==> config.mk <==
export PLATFORM = sky130hd
export DESIGN_NAME = pcir_front
export DESIGN_NICKNAME = d
export VERILOG_FILES = /design/src/design/pcir_pkg.sv /design/src/design/pcir_front.sv
export SDC_FILE = /design/constraint.sdc
export NUM_CORES = 1
export LEC_CHECK = 0
export BUFFER_PORTS_ARGS = -buffer_cell sky130_fd_sc_hd__buf_2
export CAP_MARGIN = 20
export CORE_AREA = 4 4 152 154
export DETAILED_ROUTE_END_ITERATION = 6
export DIE_AREA = 0 0 156 158
export REMOVE_ABC_BUFFERS = 1
export SLEW_MARGIN = 30
export SYNTH_ARGS = -nofsm -noshare
export SYNTH_HDL_FRONTEND = slang
export SYNTH_SLANG_ARGS = --single-unit
export TNS_END_PERCENT = 10
==> constraint.sdc <==
create_clock -name vclk -period 12.1
set_input_delay 1.21 -clock vclk [all_inputs]
set_output_delay 1.21 -clock vclk [all_outputs]
set_load 0.1 [all_outputs]
==> src/design/pcir_pkg.sv <==
// pcir_pkg: shared constants and types for the particle contact impulse resolve core
// no dependencies; imported by every module of the core

package pcir_pkg;

    localparam int NORM_W      = 16;   // one normal component, signed Q1.14
    localparam int IMASS_W     = 16;   // inverse mass, unsigned Q8.8
    localparam int TIM_W       = 17;   // sum of two inverse masses
    localparam int PEN_W       = 16;   // penetration, signed Q8.8
    localparam int PEN_MAG_W   = 15;   // positive penetration magnitude
    localparam int REST_W      = 9;    // restitution, unsigned Q1.8
    localparam int TSTEP_W     = 16;   // time step, unsigned Q0.16
    localparam int SV_SHIFT    = 6;    // dot product to separating velocity
    localparam int REST_SHIFT  = 8;    // restitution product scaling
    localparam int ACC_SHIFT   = 22;   // acceleration term scaling
    localparam int VEL_SHIFT   = 22;   // velocity share times normal
    localparam int POS_BASE    = 30;   // position shift is this minus fraction bits

    localparam logic [TSTEP_W-1:0] TSTEP_RESET = 16'd1092;

    // register map, byte address bit 2 selects the register
    localparam logic REG_TIME_STEP = 1'b0;

    typedef struct packed {
        logic has_other;   // second particle present
        logic mass_nz;     // total inverse mass nonzero
        logic pen_pos;     // penetration above zero
    } pcir_flags_t;

endpackage

==> src/design/pcir_front.sv <==
// pcir_front: classifies an incoming contact, forms relative terms and masses
// depends on pcir_pkg

module pcir_front #(
    parameter int W = 16
) (
    input  logic [3*W-1:0]                     main_velocity,
    input  logic [3*W-1:0]                     other_velocity,
    input  logic [3*W-1:0]                     main_acceleration,
    input  logic [3*W-1:0]                     other_acceleration,
    input  logic [pcir_pkg::IMASS_W-1:0]       main_inverse_mass,
    input  logic [pcir_pkg::IMASS_W-1:0]       other_inverse_mass,
    input  logic [pcir_pkg::PEN_W-1:0]         penetration,
    input  logic                               has_other,
    output logic [3*(W+1)-1:0]                 rel_velocity,
    output logic [3*(W+1)-1:0]                 rel_acceleration,
    output logic [pcir_pkg::IMASS_W-1:0]       other_mass,
    output logic [pcir_pkg::TIM_W-1:0]         total_mass,
    output logic [pcir_pkg::PEN_MAG_W-1:0]     pen_mag,
    output pcir_pkg::pcir_flags_t              flags
);
    import pcir_pkg::*;

    // relative terms, second particle counts as zero when absent
    always_comb
    begin
        for (int i = 0; i < 3; i++)
        begin
            rel_velocity[i*(W+1) +: (W+1)] =
                {main_velocity[i*W+W-1], main_velocity[i*W +: W]}
                - (has_other ? {other_velocity[i*W+W-1], other_velocity[i*W +: W]}
                             : {(W+1){1'b0}});
            rel_acceleration[i*(W+1) +: (W+1)] =
                {main_acceleration[i*W+W-1], main_acceleration[i*W +: W]}
                - (has_other ? {other_acceleration[i*W+W-1], other_acceleration[i*W +: W]}
                             : {(W+1){1'b0}});
        end
    end

    assign other_mass      = has_other ? other_inverse_mass : '0;
    assign total_mass      = {1'b0, main_inverse_mass} + {1'b0, other_mass};
    assign flags.has_other = has_other;
    assign flags.mass_nz   = (total_mass != '0);
    assign flags.pen_pos   = !penetration[PEN_W-1] && (penetration != '0);
    assign pen_mag         = flags.pen_pos ? penetration[PEN_MAG_W-1:0] : '0;

endmodule

==> flow_metrics.env <==
export IMPL_drt_wl_total_um=20640
export IMPL_initial_core_util_pct=24.86
export IMPL_die_w_um=156
export IMPL_power_density_nw_per_um2=138.7
export IMPL_dp_hpwl_um=18820
export IMPL_power_frac_comb_pct=100.0
export IMPL_yosysWarnings=0
export IMPL_seq_area_um2=0
export IMPL_max_slew_margin_pct=37.84
export IMPL_design_core_area_um2=21690
export IMPL_postCtsResizedCells=0
export IMPL_cp_max_fo=70
export IMPL_drv_cap=0
export IMPL_drive_gt1_share_pct=34.75
export IMPL_finalCriticalPeriod_ps=6320
export IMPL_cts_hold_buf=0
export IMPL_cp_end_kind="output pin"
export IMPL_seq_cells=0
export IMPL_area_growth_syn_to_layout_pct=42.47
export IMPL_tightestPinTransition_ps=920.3
export IMPL_internal_power_w=0.0002117
export IMPL_nets=1536
export IMPL_io_buffers=394
export IMPL_status="finished, final reports clean"
export IMPL_synth_avg_cell_area_um2=6.816
export IMPL_utilization_pct=35.42
export IMPL_die_h_um=158
export IMPL_instances_no_fill=1455
export IMPL_cts_setup_buffers=0
export IMPL_peakVddDrop_uv=94.86
export IMPL_via_count=6859
export IMPL_place_congestion=0.8442
export IMPL_crit_type="primary input to output pin"
export IMPL_dp_cells=1454
export IMPL_clkPwrFrac_pct=0
export IMPL_grt_pass1_wl_um=30560
export IMPL_worstPathArrival_ps=5110
export IMPL_boundaryPins=394
export IMPL_setup_viol=0
export IMPL_rsz0062_at_grt="false"
export IMPL_synth_cells=791
export IMPL_hold_path_class="primary input to output pin"
export IMPL_clock_fmax_ghz=0.1582
export IMPL_cp_data_required_time_ps=10890
export IMPL_slew_violations=0
export IMPL_finish_instance_area_um2=7681
export IMPL_synth_area_um2=5391
export IMPL_hold_viol=0
export IMPL_wl_per_cell_um=14.18
export IMPL_fin_tns_setup_ps=0
export IMPL_antenna_found_initial=1
export IMPL_firstDrtPassIters=7
export IMPL_yosysSeqAreaShare_pct=0
export IMPL_start_kind="primary input"
export IMPL_switching_share_pct=80.14
export IMPL_overflow=0
export IMPL_nClkBuffers=0
export IMPL_synth_cell_types=54
export IMPL_drtAntennaViolNets=0
export IMPL_dieArea_um2=24650
export IMPL_switchingPower_w=0.0008540
export IMPL_grt_pass1_vias=6508
export IMPL_avgViaCountPerCell=4.714
export IMPL_total_power_w=0.001066
export IMPL_rows=54
export IMPL_grt_start_max_net_pins=71
export IMPL_power_share_sequential_pct=0
export IMPL_postPlaceCellArea_um2=7679
export IMPL_drt_iter0_drc=281
export IMPL_leakagePower_nw=4.174
export IMPL_gr_usage_all_layers_pct=14.64
export IMPL_drc=0
export IMPL_fin_crit_sh_pct=52.23
[logic make-up (layout without fill, tap and decap cells)]
logic type                 Yosys count  in the layout  synth area share, %
muxes                                1              1               0.1857
and+or+nand+nor                    308            308                27.29
xor gates and xnor gates            86             86                13.97
buffers and inverters               70            453                4.943
other                                0              1                    0
adders and majority gates          119            119                28.59
AOI/OAI and AO/OA                  207            207                25.02
[power groups by stage]
| stage | Combinational, W | Clock, W | Sequential (W) |
|---|---|---|---|
| global route | 0.00112 | 0 | 0 |
| global placement | 0.00107 | 0 | 0 |
| CTS | 0.00107 | 0 | 0 |
| floorplan | 0.000878 | 0 | 0 |
| detailed placement | 0.00107 | 0 | 0 |
| finish | 0.00107 | 0.0000000000111 | 0 |
[layout make-up]
cell class                 instances  area [µm²]
fill                            2374       14010
multi-input combinational        721        5125
timing repair buffer             396        1989
tap                              280       350.3
inverter                          57       214.0
antenna                            1       2.502
[metrics by stage]
step                      setup slack (ps)  hold WS (ps)
after global routing                  5409          2927
after detailed placement              5759          2918
final                                 5780          2916
after global placement                5798          2918
after floorplan                       4596          2420
after CTS                             5744          2918
[cells in the mapped netlist, drive strengths merged, types with 11 or more instances]
cell type	number	area (µm²)
a21o	21	158.9
a21oi	68	344.1
and2	32	200.2
clkbuf	12	45.04
ha	112	1401
inv	57	214.0
nand2	117	439.2
nand3	11	55.05
nor2	57	214.0
nor2b	29	181.4
nor3	21	105.1
o21a	11	82.58
o21ai	39	198.9
or3	11	70.07
xnor2	68	595.6
xor2	18	157.7
[path summary, 6_finish.rpt]
kind / startpoint / end / slack, ps / cells after the start
max: has_other / rel_acceleration[10] / 5780 / 14
min: penetration[11] / pen_mag[11] / 2920 / 3
[layout by cell type (no fill, tap or decap), types with 6 or more instances in the layout]
cell type and instances:
a211oi_1 6, a21boi_0 8, a21o_1 20, a21oi_1 67
and2_1 32, and3_1 9, buf_2 393, fa_1 7
ha_1 112, inv_1 57, nand2_1 117, nand3_1 11
nor2_1 57, nor2b_1 29, nor3_1 21, o21a_1 11
o21ai_0 38, o21bai_1 6, o31ai_1 6, or3_1 10
xnor2_1 68, xor2_1 18
[per-layer routing]
metal / GRT usage (%) / part of all wire (%) / vias up
li1: - / - / 3567
met1: 16.92 / 40 / 3025
met2: 29.11 / 51 / 251
met3: 2.433 / 8.2 / 14
met4: 1.167 / 0.89 / 2
met5: 0 / 0.063 / -
[worst max-delay path, stage by stage]
cell and delay (ps):
buf_4 330, buf_4 620, and2_1 220, ha_1 180, fa_1 220, nor2b_1 60
o21ai_0 190, a21boi_0 170, o211ai_1 270, a21oi_1 120, o21ai_0 200, or4b_2 590
o311ai_0 160, buf_2 510
Power figures use the tool's default switching activity.
