$ cat src/design/pcir_pkg.sv
// pcir_pkg: shared constants and types for the particle contact impulse resolve core
// no dependencies; imported by every module of the core

package pcir_pkg;

    localparam int NORM_W      = 16;   // one normal component, signed Q1.14
    localparam int IMASS_W     = 16;   // inverse mass, unsigned Q8.8
    localparam int TIM_W       = 17;   // sum of two inverse masses
    localparam int PEN_W       = 16;   // penetration, signed Q8.8
    localparam int PEN_MAG_W   = 15;   // positive penetration magnitude
    localparam int REST_W      = 9;    // restitution, unsigned Q1.8
    localparam int TSTEP_W     = 16;   // time step, unsigned Q0.16
    localparam int SV_SHIFT    = 6;    // dot product to separating velocity
    localparam int REST_SHIFT  = 8;    // restitution product scaling
    localparam int ACC_SHIFT   = 22;   // acceleration term scaling
    localparam int VEL_SHIFT   = 22;   // velocity share times normal
    localparam int POS_BASE    = 30;   // position shift is this minus fraction bits

    localparam logic [TSTEP_W-1:0] TSTEP_RESET = 16'd1092;

    // register map, byte address bit 2 selects the register
    localparam logic REG_TIME_STEP = 1'b0;

    typedef struct packed {
        logic has_other;   // second particle present
        logic mass_nz;     // total inverse mass nonzero
        logic pen_pos;     // penetration above zero
    } pcir_flags_t;

endpackage

$ cat src/design/pcir_fifo.sv
// pcir_fifo: short queue between the classifying front and the resolving back
// depends on pcir_pkg

module pcir_fifo #(
    parameter int WIDTH = 8,
    parameter int DEPTH = 4
) (
    input  logic                       clk,
    input  logic                       rst_n,
    input  logic                       push_valid,
    output logic                       push_ready,
    input  logic [WIDTH-1:0]           push_data,
    output logic                       pop_valid,
    input  logic                       pop_ready,
    output logic [WIDTH-1:0]           pop_data,
    output logic [$clog2(DEPTH+1)-1:0] count
);
    import pcir_pkg::*;

    localparam int PTR_W = $clog2(DEPTH);
    localparam int CNT_W = $clog2(DEPTH+1);

    logic [WIDTH-1:0] mem_reg [DEPTH];
    logic [PTR_W-1:0] wr_ptr_reg, wr_ptr_next;
    logic [PTR_W-1:0] rd_ptr_reg, rd_ptr_next;
    logic [CNT_W-1:0] count_reg, count_next;
    logic             do_push;
    logic             do_pop;

    assign push_ready = (count_reg != CNT_W'(DEPTH));
    assign pop_valid  = (count_reg != '0);
    assign do_push    = push_valid && push_ready;
    assign do_pop     = pop_valid && pop_ready;
    assign pop_data   = mem_reg[rd_ptr_reg];
    assign count      = count_reg;

    always_comb
    begin
        wr_ptr_next = do_push ? wr_ptr_reg + 1'b1 : wr_ptr_reg;
        rd_ptr_next = do_pop ? rd_ptr_reg + 1'b1 : rd_ptr_reg;
        count_next  = count_reg;
        if (do_push && !do_pop)
        begin
            count_next = count_reg + 1'b1;
        end
        else if (do_pop && !do_push)
        begin
            count_next = count_reg - 1'b1;
        end
    end

    always_ff @(posedge clk or negedge rst_n)
    begin
        if (!rst_n)
        begin
            wr_ptr_reg <= '0;
            rd_ptr_reg <= '0;
            count_reg  <= '0;
        end
        else
        begin
            wr_ptr_reg <= wr_ptr_next;
            rd_ptr_reg <= rd_ptr_next;
            count_reg  <= count_next;
        end
    end

    always_ff @(posedge clk)
    begin
        if (do_push)
        begin
            mem_reg[wr_ptr_reg] <= push_data;
        end
    end

endmodule

$ cat config.mk
export PLATFORM = sky130hd
export DESIGN_NAME = pcir_fifo
export DESIGN_NICKNAME = d
export VERILOG_FILES = /design/src/design/pcir_pkg.sv /design/src/design/pcir_fifo.sv
export SDC_FILE = /design/constraint.sdc
export NUM_CORES = 1
export LEC_CHECK = 0
export BUFFER_PORTS_ARGS = -buffer_cell sky130_fd_sc_hd__buf_2
export CAP_MARGIN = 20
export CELL_PAD_IN_SITES_DETAIL_PLACEMENT = 1
export CELL_PAD_IN_SITES_GLOBAL_PLACEMENT = 1
export CORE_MARGIN = 8
export CORE_UTILIZATION = 45
export CTS_CLUSTER_DIAMETER = 50
export CTS_CLUSTER_SIZE = 25
export DETAILED_ROUTE_END_ITERATION = 10
export PLACE_DENSITY_LB_ADDON = 0.2
export SKIP_CTS_REPAIR_TIMING = 1
export SYNTH_ARGS = -nofsm -noshare
export SYNTH_HDL_FRONTEND = slang
export SYNTH_SLANG_ARGS = --single-unit
$ cat constraint.sdc
create_clock -name clk -period 2.75 [get_ports clk]
set_clock_uncertainty 0.05 [all_clocks]
set_input_delay 0.4125 -clock clk [delete_from_list [all_inputs] [get_ports clk]]
set_output_delay 0.4125 -clock clk [all_outputs]
set_load 0.02 [all_outputs]
==> results of run 1 <==
==> power by group <==
group	total, µW	leakage (µW)	internal (µW)	switching (µW)
registers	945	0.000375	800	145
logic	711	0.000268	332	379
clock network	272	0.0000293	99.7	172
==> worst register-to-register path, stage by stage, from the launching register on <==
cell and delay (ns):
sky130_fd_sc_hd__dfrtp_1 0.47, sky130_fd_sc_hd__or3_4 0.43, sky130_fd_sc_hd__nand2_4 0.09, sky130_fd_sc_hd__ha_1 0.18, sky130_fd_sc_hd__inv_1 0.06, sky130_fd_sc_hd__fa_1 0.37, sky130_fd_sc_hd__xor2_1 0.15, sky130_fd_sc_hd__nor2_1 0.11
sky130_fd_sc_hd__xor2_1 0.16
==> kinds of logic after synthesis <==
logic type               synth area share
AND/OR/NAND/NOR                    0.0450
buffers and inverters              0.0150
adder cells (fa/ha/maj)            0.0521
multiplexers                        0.130
XOR/XNOR                           0.0332
flip-flops                          0.717
AO/OA/AOI/OAI                     0.00711
==> per-stage QoR <==
step	area, µm²	power [µW]
final	1810	1930
after global routing	1810	2060
after CTS	1800	1970
after detailed placement	1750	1690
after global placement	1750	1660
after floorplan	1580	1460
==> Yosys cell counts (all sizes together) <==
cell type  number
edfxtp         32
or3             1
ha              5
nand2           2
xor2            2
buf             1
xnor2           4
nand3           1
a21boi          1
clkbuf          1
mux4            8
inv             3
and2            4
mux2            2
dfrtp           7
nor2            2
fa              1
==> worst max path at each step <==
stage / end / slack, ns / from / depth (start not counted)
finish: pop_data[7] / 0.44 / rd_ptr_reg[0]$_DFFE_PN0P_ / 2
CTS: pop_data[7] / 0.37 / rd_ptr_reg[0]$_DFFE_PN0P_ / 2
global route: pop_data[7] / 0.27 / rd_ptr_reg[0]$_DFFE_PN0P_ / 2
floorplan: count[2]$_DFFE_PN0P_ / 0.60 / count[0]$_DFFE_PN0P_ / 8
detailed placement: count[2]$_DFFE_PN0P_ / 0.64 / count[0]$_DFFE_PN0P_ / 8
global placement: count[2]$_DFFE_PN0P_ / 0.67 / count[0]$_DFFE_PN0P_ / 8
==> metal layers <==
| metal | vias to the layer above | routed length (µm) | track usage |
|---|---|---|---|
| li1 | 354 | - | - |
| met1 | 371 | 1120 | 0.104 |
| met2 | 20 | 1330 | 0.194 |
| met3 | 8 | 181 | 0.0513 |
| met4 | 0 | 69 | 0.0618 |
| met5 | - | 0 | 0 |
==> cell type report <==
cell class                 count  area [µm²]  share of cell area
clock buffer                   7        45.0              0.0249
tap                           46        57.6              0.0318
clock inverter                 1        5.00             0.00277
multi-input combinational     33         424               0.234
sequential                    39        1140               0.628
inverter                       3        11.3             0.00622
timing repair buffer          25         130              0.0719
==> impl.org, run 1 <==
** Setup path
- The worst setup path is of the reg2out kind.
- In this run the critical register-to-register path is captured at count[2]$_DFFE_PN0P_.
- Crit-path leading delay family :: flip-flops
- Maximum single-stage delay on the critical path :: 0.75 ns
- Required arrival time at the worst endpoint :: 2.29 ns
- The worst setup path is launched from a register.
- Number of buffer and inverter stages on the critical path :: 1
- The worst register-to-register path has a depth of 8.
- Arrival time of data at the critical path endpoint :: 1.85 ns
- In this run the critical register-to-register path is launched from count[0]$_DFFE_PN0P_.
- For flop-to-flop paths, the worst setup slack is 0.62 ns.
- The worst setup path is captured at a primary output.
- The slowest stage of the critical path belongs to the cell sky130_fd_sc_hd__dfrtp_1.
- Worst-path cell chain :: mux4_2 -> buf_2
- Biggest fanout along the worst timing path :: 10

** Cells and area
- Fin util :: 0.538
- Final non-filler cell total :: 154
- 0 antenna diodes ended up in the layout.
- Layout cells sized above 1 :: 0.417
- Leading cell type in the layout, fill and taps excluded :: sky130_fd_sc_hd__edfxtp_1
- Area growth syn-to-layout :: 14.2%
- Top library cells by usage in the layout, fill and taps aside :: sky130_fd_sc_hd__edfxtp_1 (32), sky130_fd_sc_hd__buf_2 (24), sky130_fd_sc_hd__mux4_2 (8)
- The net count of the finished layout is 125.
- Number of flip-flops under the largest register name :: 32
- Filler Cell Count :: 338

** Clock network
- Worst skew pair latency :: 0.33 ns
- In this run, CTS created clock tree buffers numbering 5.
- Clock tree from TritonCTS :: built
- Buffer cell driving the clock tree root :: sky130_fd_sc_hd__clkbuf_4
- The H-tree was split into 2 levels.
- Clock-pin slew was measured on the worst setup and hold paths at 0.11 ns.
- In this run the deepest clock path goes through 2 buffers.
- Num Clock Sinks :: 39

** Yosys
- Synthesis inferred 39 register bits.
- Synthesis handed over a netlist of 77 instances.
- Number of warnings printed during yosys synthesis :: 0
- A synthesized cell averages 20.6 µm².
- Ranking of synthesized cells by area :: sky130_fd_sc_hd__edfxtp_1 (61%), sky130_fd_sc_hd__mux4_2 (11%), sky130_fd_sc_hd__dfrtp_1 (11%), sky130_fd_sc_hd__ha_1 (3.9%), sky130_fd_sc_hd__xnor2_1 (2.2%)
- The share of synthesized area in the top cell type comes to 0.607.
- Of the synthesized area, sequential elements account for 0.717.
- Of all cell types, the one taking the most synthesized area is sky130_fd_sc_hd__edfxtp_1.
- In this run the cell area of the synthesized design comes to 1580 µm².
- After synthesis, the netlist uses 20 different library cells.
- Counting every net in the synthesized netlist gives 95.

** Status
- The flow ran to the end, and the final reports show no timing, DRC or antenna violations.

** STA
- Crit share post-route :: 0.842
- Counting I/O delays and the setup requirement, the final critical path takes 2.31 ns.
- The final hold violation count is 0.
- After routing, the total negative slack on setup checks comes to 0 ns.
- Relative slew slack :: 0.588
- Setup violations remaining at the end of the flow were counted as 0.
- For the pin with the worst max-slew slack, the measured transition is 0.618 ns.
- Setup repair after global routing left no endpoint under its margin.
- The total count of max-transition violations in the final report is 0.
- Worst hold slack across all endpoints :: 0.238 ns
- Maximum clock frequency :: 0.432 GHz
- Setup slack on the critical path of the routed design comes to 0.435 ns.

** Pwr
- The worst-case IR drop observed on VDD is 0.000514 V.
- Leakage :: 0.000672 µW
- Cell Pwr Density :: 1070 nW/µm²

** Route
- The detailed router finished its first iteration with 28 violations.
- After detailed routing, the number of remaining DRC violations is 0.
- Routed wire length per instance :: 17.6 µm
- Post-detailed-routing wire length :: 2700 µm
- The detail route stage leaves a number of antenna-violating nets equal to 0.
- Dividing the detail-routed via count by the number of cells gives 4.89.
- Drt first pass iters :: 4
- Vias :: 753

** Floorplanning
- From bottom edge to top edge, the die measures 75.3 µm.
- Number of I/O pins :: 25
- The die covers 5670 µm².
- Effective utilization at floorplan :: 0.471
- In this run the horizontal extent of the chip is 75.3 µm.
- Total number of placement rows :: 21
- Floorplan Core Area :: 3360 µm²

** GRT
- The initial antenna violation count is 0.
- The first global-routing pass estimated 4330 µm of wire.
- Total congestion overflow after global routing :: 0
- In the global route stage, overall resource usage came out at 0.110.
- Vias in the first global route :: 889
- Largest net degree at the start of global routing :: 12

** Placement
- Before CTS, the worst setup slack after placement is 0.643 ns.
- Inst Count DP :: 145
- At the end of routability-driven placement, the weighted congestion stood at 0.712.
- Detailed placer's ending HPWL :: 1980 µm
- In this run the tool buffered the top-level ports with 24 buffer cells.

** Worst hold path
- The worst hold path begins at push_data[4].
- Worst-case hold path end point :: mem_reg[3][4]$_DFFE_PP_
- Hold crit path type :: in2reg
- Min-Delay Path Depth :: 1

** Flow run
- Across the run, the number of max-cap violations was 0.
Power figures use the tool's default switching activity.
==> run 2, diff against run 1 <==
--- a/config.mk
+++ b/config.mk
@@ -5,12 +5,13 @@
 export SDC_FILE = /design/constraint.sdc
 export NUM_CORES = 1
 export LEC_CHECK = 0
+export ABC_AREA = 1
 export BUFFER_PORTS_ARGS = -buffer_cell sky130_fd_sc_hd__buf_2
 export CAP_MARGIN = 20
 export CELL_PAD_IN_SITES_DETAIL_PLACEMENT = 1
 export CELL_PAD_IN_SITES_GLOBAL_PLACEMENT = 1
 export CORE_MARGIN = 8
-export CORE_UTILIZATION = 45
+export CORE_UTILIZATION = 40
 export CTS_CLUSTER_DIAMETER = 50
 export CTS_CLUSTER_SIZE = 25
 export DETAILED_ROUTE_END_ITERATION = 10
==> constraint.sdc (replaced) <==
create_clock -name clk -period 2 [get_ports clk]
set_clock_uncertainty 0.05 [all_clocks]
set_input_delay 0.3 -clock clk [delete_from_list [all_inputs] [get_ports clk]]
set_output_delay 0.3 -clock clk [all_outputs]
set_load 0.02 [all_outputs]
==> run 2 against run 1 <==
Against the previous run:
- non-clock buffer count rose by 8
- cell area rose by 15%
- total power rose by 70%
- final cell count rose by 56%
- die area rose by 18%
- global-route usage rose by 1.7 points
- critical endpoint is now count[2]$_DFFE_PN0P_
- largest power group is now combinational logic
==> impl.org, run 2 <==
** Setup path
- The critical path is of the reg2reg type.
- The signal on the critical path passes through inv_1 -> nand3_4 -> nand2_2 -> ha_1 -> inv_1 -> fa_2 -> nand2_2 -> nand3_1 -> nand2_1 -> nand2_1.
- STA classifies the critical path startpoint as a register.
- Master of the slowest instance on the critical path :: sky130_fd_sc_hd__dfrtp_1
- Maximum single-stage delay on the critical path :: 0.43 ns
- The worst setup path is captured at a register.
- Arrival time of data at the critical path endpoint :: 2.00 ns
- Data on the critical path is required at its endpoint by 2.14 ns.
- Biggest fanout along the worst timing path :: 5

** Clock network
- The longest clock path from root to sink contains 2 buffers.
- Buffer cell driving the clock tree root :: sky130_fd_sc_hd__clkbuf_8
- TritonCTS created 5 clock buffers.
- Clk slew on worst S/H paths :: 0.08 ns
- CTS built an H-tree with a depth of 2.
- TritonCTS built the clock tree.
- Worst skew pair latency :: 0.29 ns
- Num Clock Sinks :: 39

** Flow run
- Max cap viols :: 0

** Pwr
- Leakage :: 0.000938 µW
- For this design the ratio of total power to cell area is 1570 nW/µm².
- VDD IR max :: 0.000583 V

** Floorplanning
- Total number of placement rows :: 24
- Floorplan die width :: 81.8 µm
- The floorplan step defined a core boundary enclosing 4260 µm².
- Measured along the y axis, the die boundary spans 81.8 µm.
- The die covers 6690 µm².
- 25 I/O pins were placed.
- Effective utilization at floorplan :: 0.406

** Yosys
- For this run, the number of Yosys warnings is 0.
- Proportion of synthesized flip-flops having asynchronous set or reset :: 0.179
- The synthesized netlist contains 17 unique library cells.
- The average instance in the mapped netlist occupies 11.4 µm².
- Portion of the post-synthesis area used by sequential elements :: 0.656
- The most common cell in the synthesized netlist is sky130_fd_sc_hd__nand2_1.
- Of all cell types, the one taking the most synthesized area is sky130_fd_sc_hd__edfxtp_1.
- Ranking of synthesized cells by area :: sky130_fd_sc_hd__edfxtp_1 (55%), sky130_fd_sc_hd__dfrtp_1 (10%), sky130_fd_sc_hd__nand2_1 (8.9%), sky130_fd_sc_hd__o211ai_1 (6.9%), sky130_fd_sc_hd__inv_1 (6.5%)
- FF+latch count, synth :: 39
- Counting every instance in the synthesized netlist gives 152.
- Most used flip-flop cell after synthesis :: sky130_fd_sc_hd__edfxtp_1
- Number of synthesized flops with an enable pin :: 32
- Mapped cell area :: 1730 µm²
- Synthesized netlist net count :: 170
- Sorting the synthesized cells by how often they occur yields sky130_fd_sc_hd__nand2_1 (41), sky130_fd_sc_hd__edfxtp_1 (32), sky130_fd_sc_hd__inv_1 (30).
- The share of synthesized area in the top cell type comes to 0.555.

** STA
- Final Hold Viols :: 0
- In this run the tightest slew margin relative to its limit is 0.717.
- Maximum clock frequency :: 0.538 GHz
- The total count of max-transition violations in the final report came to 0.
- Clock period minus final worst setup slack :: 1.86 ns
- Final setup fails :: 0
- Crit share post-route :: 0.930
- For the pin with the worst max-slew slack, the measured transition is 0.425 ns.
- Hold is met by 0.174 ns.

** Placement
- Detailed placer's ending HPWL :: 2760 µm
- Routability-driven placement finished with a final weighted congestion of 0.756.
- Input/output buffers :: 24
- DP Area :: 1920 µm²

** GRT
- GRT Total Usage :: 0.128
- The via count of the first global-routing pass is 1,274.
- Initial antenna violation count :: 0
- Total congestion overflow after global routing :: 0
- The first global-routing pass estimated 6240 µm of wire.
- Largest net degree at the start of global routing :: 34

** Cells and area
- Leaving out fill and tap cells, the most frequent cell in the layout is sky130_fd_sc_hd__nand2_1.
- Layout cells sized above 1 :: 0.265
- The finished cells cover 2080 µm².
- The area growth from synthesis to layout is 20.4%.
- Antenna diode count :: 0
- Number of flip-flops under the largest register name :: 32
- In the layout the commonest cells are sky130_fd_sc_hd__nand2_1 (39), sky130_fd_sc_hd__edfxtp_1 (32), sky130_fd_sc_hd__inv_1 (28).
- Nets :: 206

** Route
- Vias :: 1,178
- The count of nets left with antenna violations once routing finished came out at 0.
- Violation count after the first detailed-route iteration :: 41
- The first detailed-routing pass ran for 4 iterations.
- DRC violation count after routing :: 0
- For this block, the routed nets add up to 3850 µm of wire.
- Using the TritonRoute via totals, the vias-per-cell ratio works out to 4.89.
- Routed wire length per instance :: 16.0 µm

** Status
- Status :: completed

** Worst hold path
- The worst hold path belongs to the class in2reg.
run 2: cell types whose count changed in the layout (fill, tap and decap cells not counted), sizes merged, moves of 2 or more:
cell and change:
nand3 +6, mux4 -8, buf +8, xnor2 -3, nor2 +2, mux2 -2
and2 -4, inv +29, xor2 -2, o211ai +16, nand2 +39
run 2: cell type report:
class                           instances  area, µm²
Tap cell                               52       65.1
Clock buffer                            6       82.6
Multi-Input combinational cell         77        452
Sequential cell                        39       1140
Fill cell                             474       2180
Inverter                               32        123
Timing Repair Buffer                   33        190
Clock inverter                          2       35.0
run 2: cells by family after synthesis:
group           Yosys count  synth area share
compound gates           17            0.0723
xor+xnor                  1           0.00506
fa+ha+maj                 6            0.0477
buf+inv                  36            0.0947
flops                    39             0.656
simple gates             53             0.124
run 2: power by group:
part	switching [µW]	internal, µW
Combinational	905	469
Sequential	138	1090
Clock	267	403
run 2: final timing paths:
kind / depth (start not counted) / end / start / slack [ns]
max in group asynchronous: 2 / count[0]$_DFFE_PN0P_ / rst_n / 1.40
hold / removal: 1 / mem_reg[0][3]$_DFFE_PP_ / push_data[3] / 0.17
setup / recovery: 10 / count[2]$_DFFE_PN0P_ / count[2]$_DFFE_PN0P_ / 0.14
setup reg to reg: 10 / count[2]$_DFFE_PN0P_ / count[2]$_DFFE_PN0P_ / 0.14
min in group asynchronous: 2 / rd_ptr_reg[0]$_DFFE_PN0P_ / rst_n / 0.31
hold reg to reg: 1 / count[0]$_DFFE_PN0P_ / count[0]$_DFFE_PN0P_ / 0.46
run 2: stage by stage:
stage	cells	setup TNS [ns]	power [µW]	worst slack, ns	utilization
finish	241	0	3280	0.140	0.489
global route	241	-0.0230	3520	-0.0230	0.489
CTS	237	0	3240	0.0135	0.477
detailed placement	229	0	2560	0.0921	0.449
global placement	229	0	2460	0.210	0.449
floorplan	152	-0.00446	2150	-0.00446	-
run 2: worst max-delay path, delay by kind of cell (launching register included):
kind / cells / cell delay (ns)
AND/OR/NAND/NOR: 6 / 0.53
adder cells (fa/ha/maj): 2 / 0.52
flip-flops: 1 / 0.43
buffers and inverters: 2 / 0.22
run 2: routing by layer:
layer | vias to the layer above | global-route usage | part of all wire
li1 | 568 | - | -
met1 | 585 | 0.130 | 0.39
met2 | 19 | 0.237 | 0.55
met3 | 6 | 0.0416 | 0.043
met4 | 0 | 0.0474 | 0.017
met5 | - | 0 | 0
==> run 3, diff against run 2 <==
--- a/config.mk
+++ b/config.mk
@@ -5,16 +5,16 @@
 export SDC_FILE = /design/constraint.sdc
 export NUM_CORES = 1
 export LEC_CHECK = 0
-export ABC_AREA = 1
 export BUFFER_PORTS_ARGS = -buffer_cell sky130_fd_sc_hd__buf_2
 export CAP_MARGIN = 20
 export CELL_PAD_IN_SITES_DETAIL_PLACEMENT = 1
 export CELL_PAD_IN_SITES_GLOBAL_PLACEMENT = 1
 export CORE_MARGIN = 8
-export CORE_UTILIZATION = 40
+export CORE_UTILIZATION = 42
 export CTS_CLUSTER_DIAMETER = 50
 export CTS_CLUSTER_SIZE = 25
 export DETAILED_ROUTE_END_ITERATION = 10
+export GPL_TIMING_DRIVEN = 0
 export PLACE_DENSITY_LB_ADDON = 0.2
 export SKIP_CTS_REPAIR_TIMING = 1
 export SYNTH_ARGS = -nofsm -noshare
==> run 3 against run 2 <==
Against the previous run:
- the flow now finishes with violations (negative setup slack)
- via count down 33%
- global-route usage down 2.5 points
- sequential share of layout area increased by 3.2 points
- wire length down 23%
- cell area down 5.3%
- sequential cell count stayed put
- setup slack worse by 0.19 ns
- first-iteration DRC count rose by 32%
- critical path type unchanged
==> impl.org, run 3 (synthesized netlist as in run 1, its figures left out) <==
** STA
- The final hold violation count was 0.
- Final setup fails :: 1
- In the finished design, the share of the clock period the worst path needs comes to 1.02.
- Final setup slack of the worst path :: -0.0479 ns
- After routing, the total negative slack on setup checks comes to -0.0479 ns.
- Count of pins over their slew limit :: 0
- Headroom to the max-slew limit came out at 0.691.
- Actual transition at the worst max-transition pin :: 0.463 ns
- Setup repair after global routing could not meet its margin everywhere.
- For this run, the top clock speed supported by timing is 0.488 GHz.
- Clock period minus final worst setup slack :: 2.05 ns

** Floorplanning
- The floorplan step defined a die boundary enclosing 5990 µm².
- Total number of placement rows :: 22
- For this design the top-level I/O count stands at 25.
- Die Y :: 77.4 µm
- The core region is 3630 µm².
- The initial utilization of the core area, before any placement, comes to 0.436.
- Floorplan die width :: 77.4 µm

** Setup path
- STA puts the critical path data arrival time at 2.21 ns.
- Start-to-end type of the worst setup path :: reg2reg
- Biggest fanout along the worst timing path :: 4
- Data on the critical path is required at its endpoint by 2.16 ns.
- On the worst path, the slowest cell contributes a delay of 0.43 ns.
- Number of buffer and inverter stages on the critical path :: 1
- Top cell by count, worst path :: sky130_fd_sc_hd__xor2_1
- CP Capture Type :: register
- Master of the slowest instance on the critical path :: sky130_fd_sc_hd__dfrtp_2
- CP Launch Type :: register
- The signal on the critical path passes through or3_4 -> nand2_4 -> ha_4 -> inv_2 -> fa_2 -> xor2_1 -> nor2_1 -> xor2_1.
- Crit-path leading delay family :: simple AND/OR/NAND/NOR gates

** Cells and area
- Fin util :: 0.543
- The library cells used most frequently in the layout, excluding fill and tap cells, are sky130_fd_sc_hd__edfxtp_1 (32), sky130_fd_sc_hd__buf_2 (24), sky130_fd_sc_hd__buf_4 (8), sky130_fd_sc_hd__mux4_2 (8), sky130_fd_sc_hd__clkbuf_8 (6).
- In the final layout, the share of cells above drive strength 1 is 0.530.
- Leading cell type in the layout, fill and taps excluded :: sky130_fd_sc_hd__edfxtp_1
- The final layout contains 134 nets.
- Number of flip-flops under the largest register name :: 32
- Final standard cell area without fillers :: 1970 µm²
- Area growth syn-to-layout :: 24.6%
- 0 antenna diodes ended up in the layout.

** Placement
- Routability-driven placement finished with a final weighted congestion of 0.700.
- The count of buffers added on input and output ports is 24.
- After detailed placement, the total cell area comes to 1790 µm².

** Clock network
- Clock tree from TritonCTS :: built
- The tree is rooted in a sky130_fd_sc_hd__clkbuf_8.
- Worst skew pair latency :: 0.29 ns
- In this run, CTS created clock tree buffers numbering 5.
- Clk slew on worst S/H paths :: 0.08 ns
- Clk buf depth :: 2
- Num Clock Sinks :: 39
- CTS H-tree depth :: 2

** Route
- Remaining antenna violation count after routing :: 0
- Violation count after the first detailed-route iteration :: 54
- DRC violation count after routing :: 0
- Wires add up to 2960 µm.
- After detailed routing, the number of vias per cell comes to 4.80.
- Summing over every cut layer, the via total after detailed routing is 792.
- Before antenna repair, the detailed router went through 4 iterations.
- Dividing the detail-routed wire length by the instance count gives 17.9 µm.

** GRT
- For this run, the total global-route usage over all layers was measured as 0.103.
- Vias in the first global route :: 871
- After global routing the overflow that remains totals 0.
- The first global-routing pass estimated 4640 µm of wire.
- Entering global routing, the biggest net connects 13 pins.
- Initial antenna violation count :: 0

** Pwr
- The analysis attributes to cell leakage a power of 0.000753 µW.
- Power spread over the standard cell area amounts to 1590 nW/µm².
- VDD IR max :: 0.000743 V

** Status
- Violations in the final reports :: negative setup slack
- Status :: finished, violations left

** Flow run
- The tool flagged a number of max-cap violations equal to 0.

** Worst hold path
- Hold crit path type :: in2reg
-- run 3: cell types whose count changed in the layout (fill, tap and decap cells not counted), moves of 3 or more --
cell                       delta
sky130_fd_sc_hd__nand2_1     -38
sky130_fd_sc_hd__inv_1       -26
sky130_fd_sc_hd__o211ai_1    -16
sky130_fd_sc_hd__mux4_2       +8
sky130_fd_sc_hd__nand3_1      -5
sky130_fd_sc_hd__and2_1       +4
sky130_fd_sc_hd__nor2_1       -3
sky130_fd_sc_hd__xnor2_1      +3
-- run 3: area by class of cell --
type | count | area (µm²)
Sequential cell | 39 | 1140
Multi-Input combinational cell | 33 | 450
Clock buffer | 6 | 82.6
Clock inverter | 2 | 35.0
Tap cell | 48 | 60.1
Timing Repair Buffer | 32 | 183
Buffer | 2 | 12.5
Inverter | 3 | 11.3
Fill cell | 346 | 1660
-- run 3: final timing paths --
path / start / slack [ns] / endpoint / cells after the start
worst min register to register: count[2]$_DFFE_PN0P_ / 0.54 / count[2]$_DFFE_PN0P_ / 2
min in group asynchronous: rst_n / 0.31 / rd_ptr_reg[0]$_DFFE_PN0P_ / 2
worst max register to register: count[2]$_DFFE_PN0P_ / -0.05 / count[2]$_DFFE_PN0P_ / 8
worst max-delay path: count[2]$_DFFE_PN0P_ / -0.05 / count[2]$_DFFE_PN0P_ / 8
max in group asynchronous: rst_n / 1.41 / count[1]$_DFFE_PN0P_ / 2
worst min-delay path: push_data[3] / 0.18 / mem_reg[2][3]$_DFFE_PP_ / 1
-- run 3: stage by stage --
stage	hold slack [ns]	power [µW]	instances	setup slack [ns]
after detailed placement	0.0944	2390	149	-0.0372
after global routing	0.166	3330	165	-0.177
final	0.175	3130	165	-0.0479
after global placement	0.0947	2340	149	-0.00812
after CTS	-0.226	3070	157	-0.0672
after floorplan	-0.0456	2060	77	-0.0358
-- run 3: power by group --
group	switching [µW]	internal, µW
clock	262	403
sequential	98.0	1110
combinational	675	584
total	1040	2100
-- run 3: layer usage --
layer	global-route usage	wire [µm]
met5	0	0
met4	0.0679	63
met2	0.158	1540
met1	0.121	1230
met3	0.0346	121
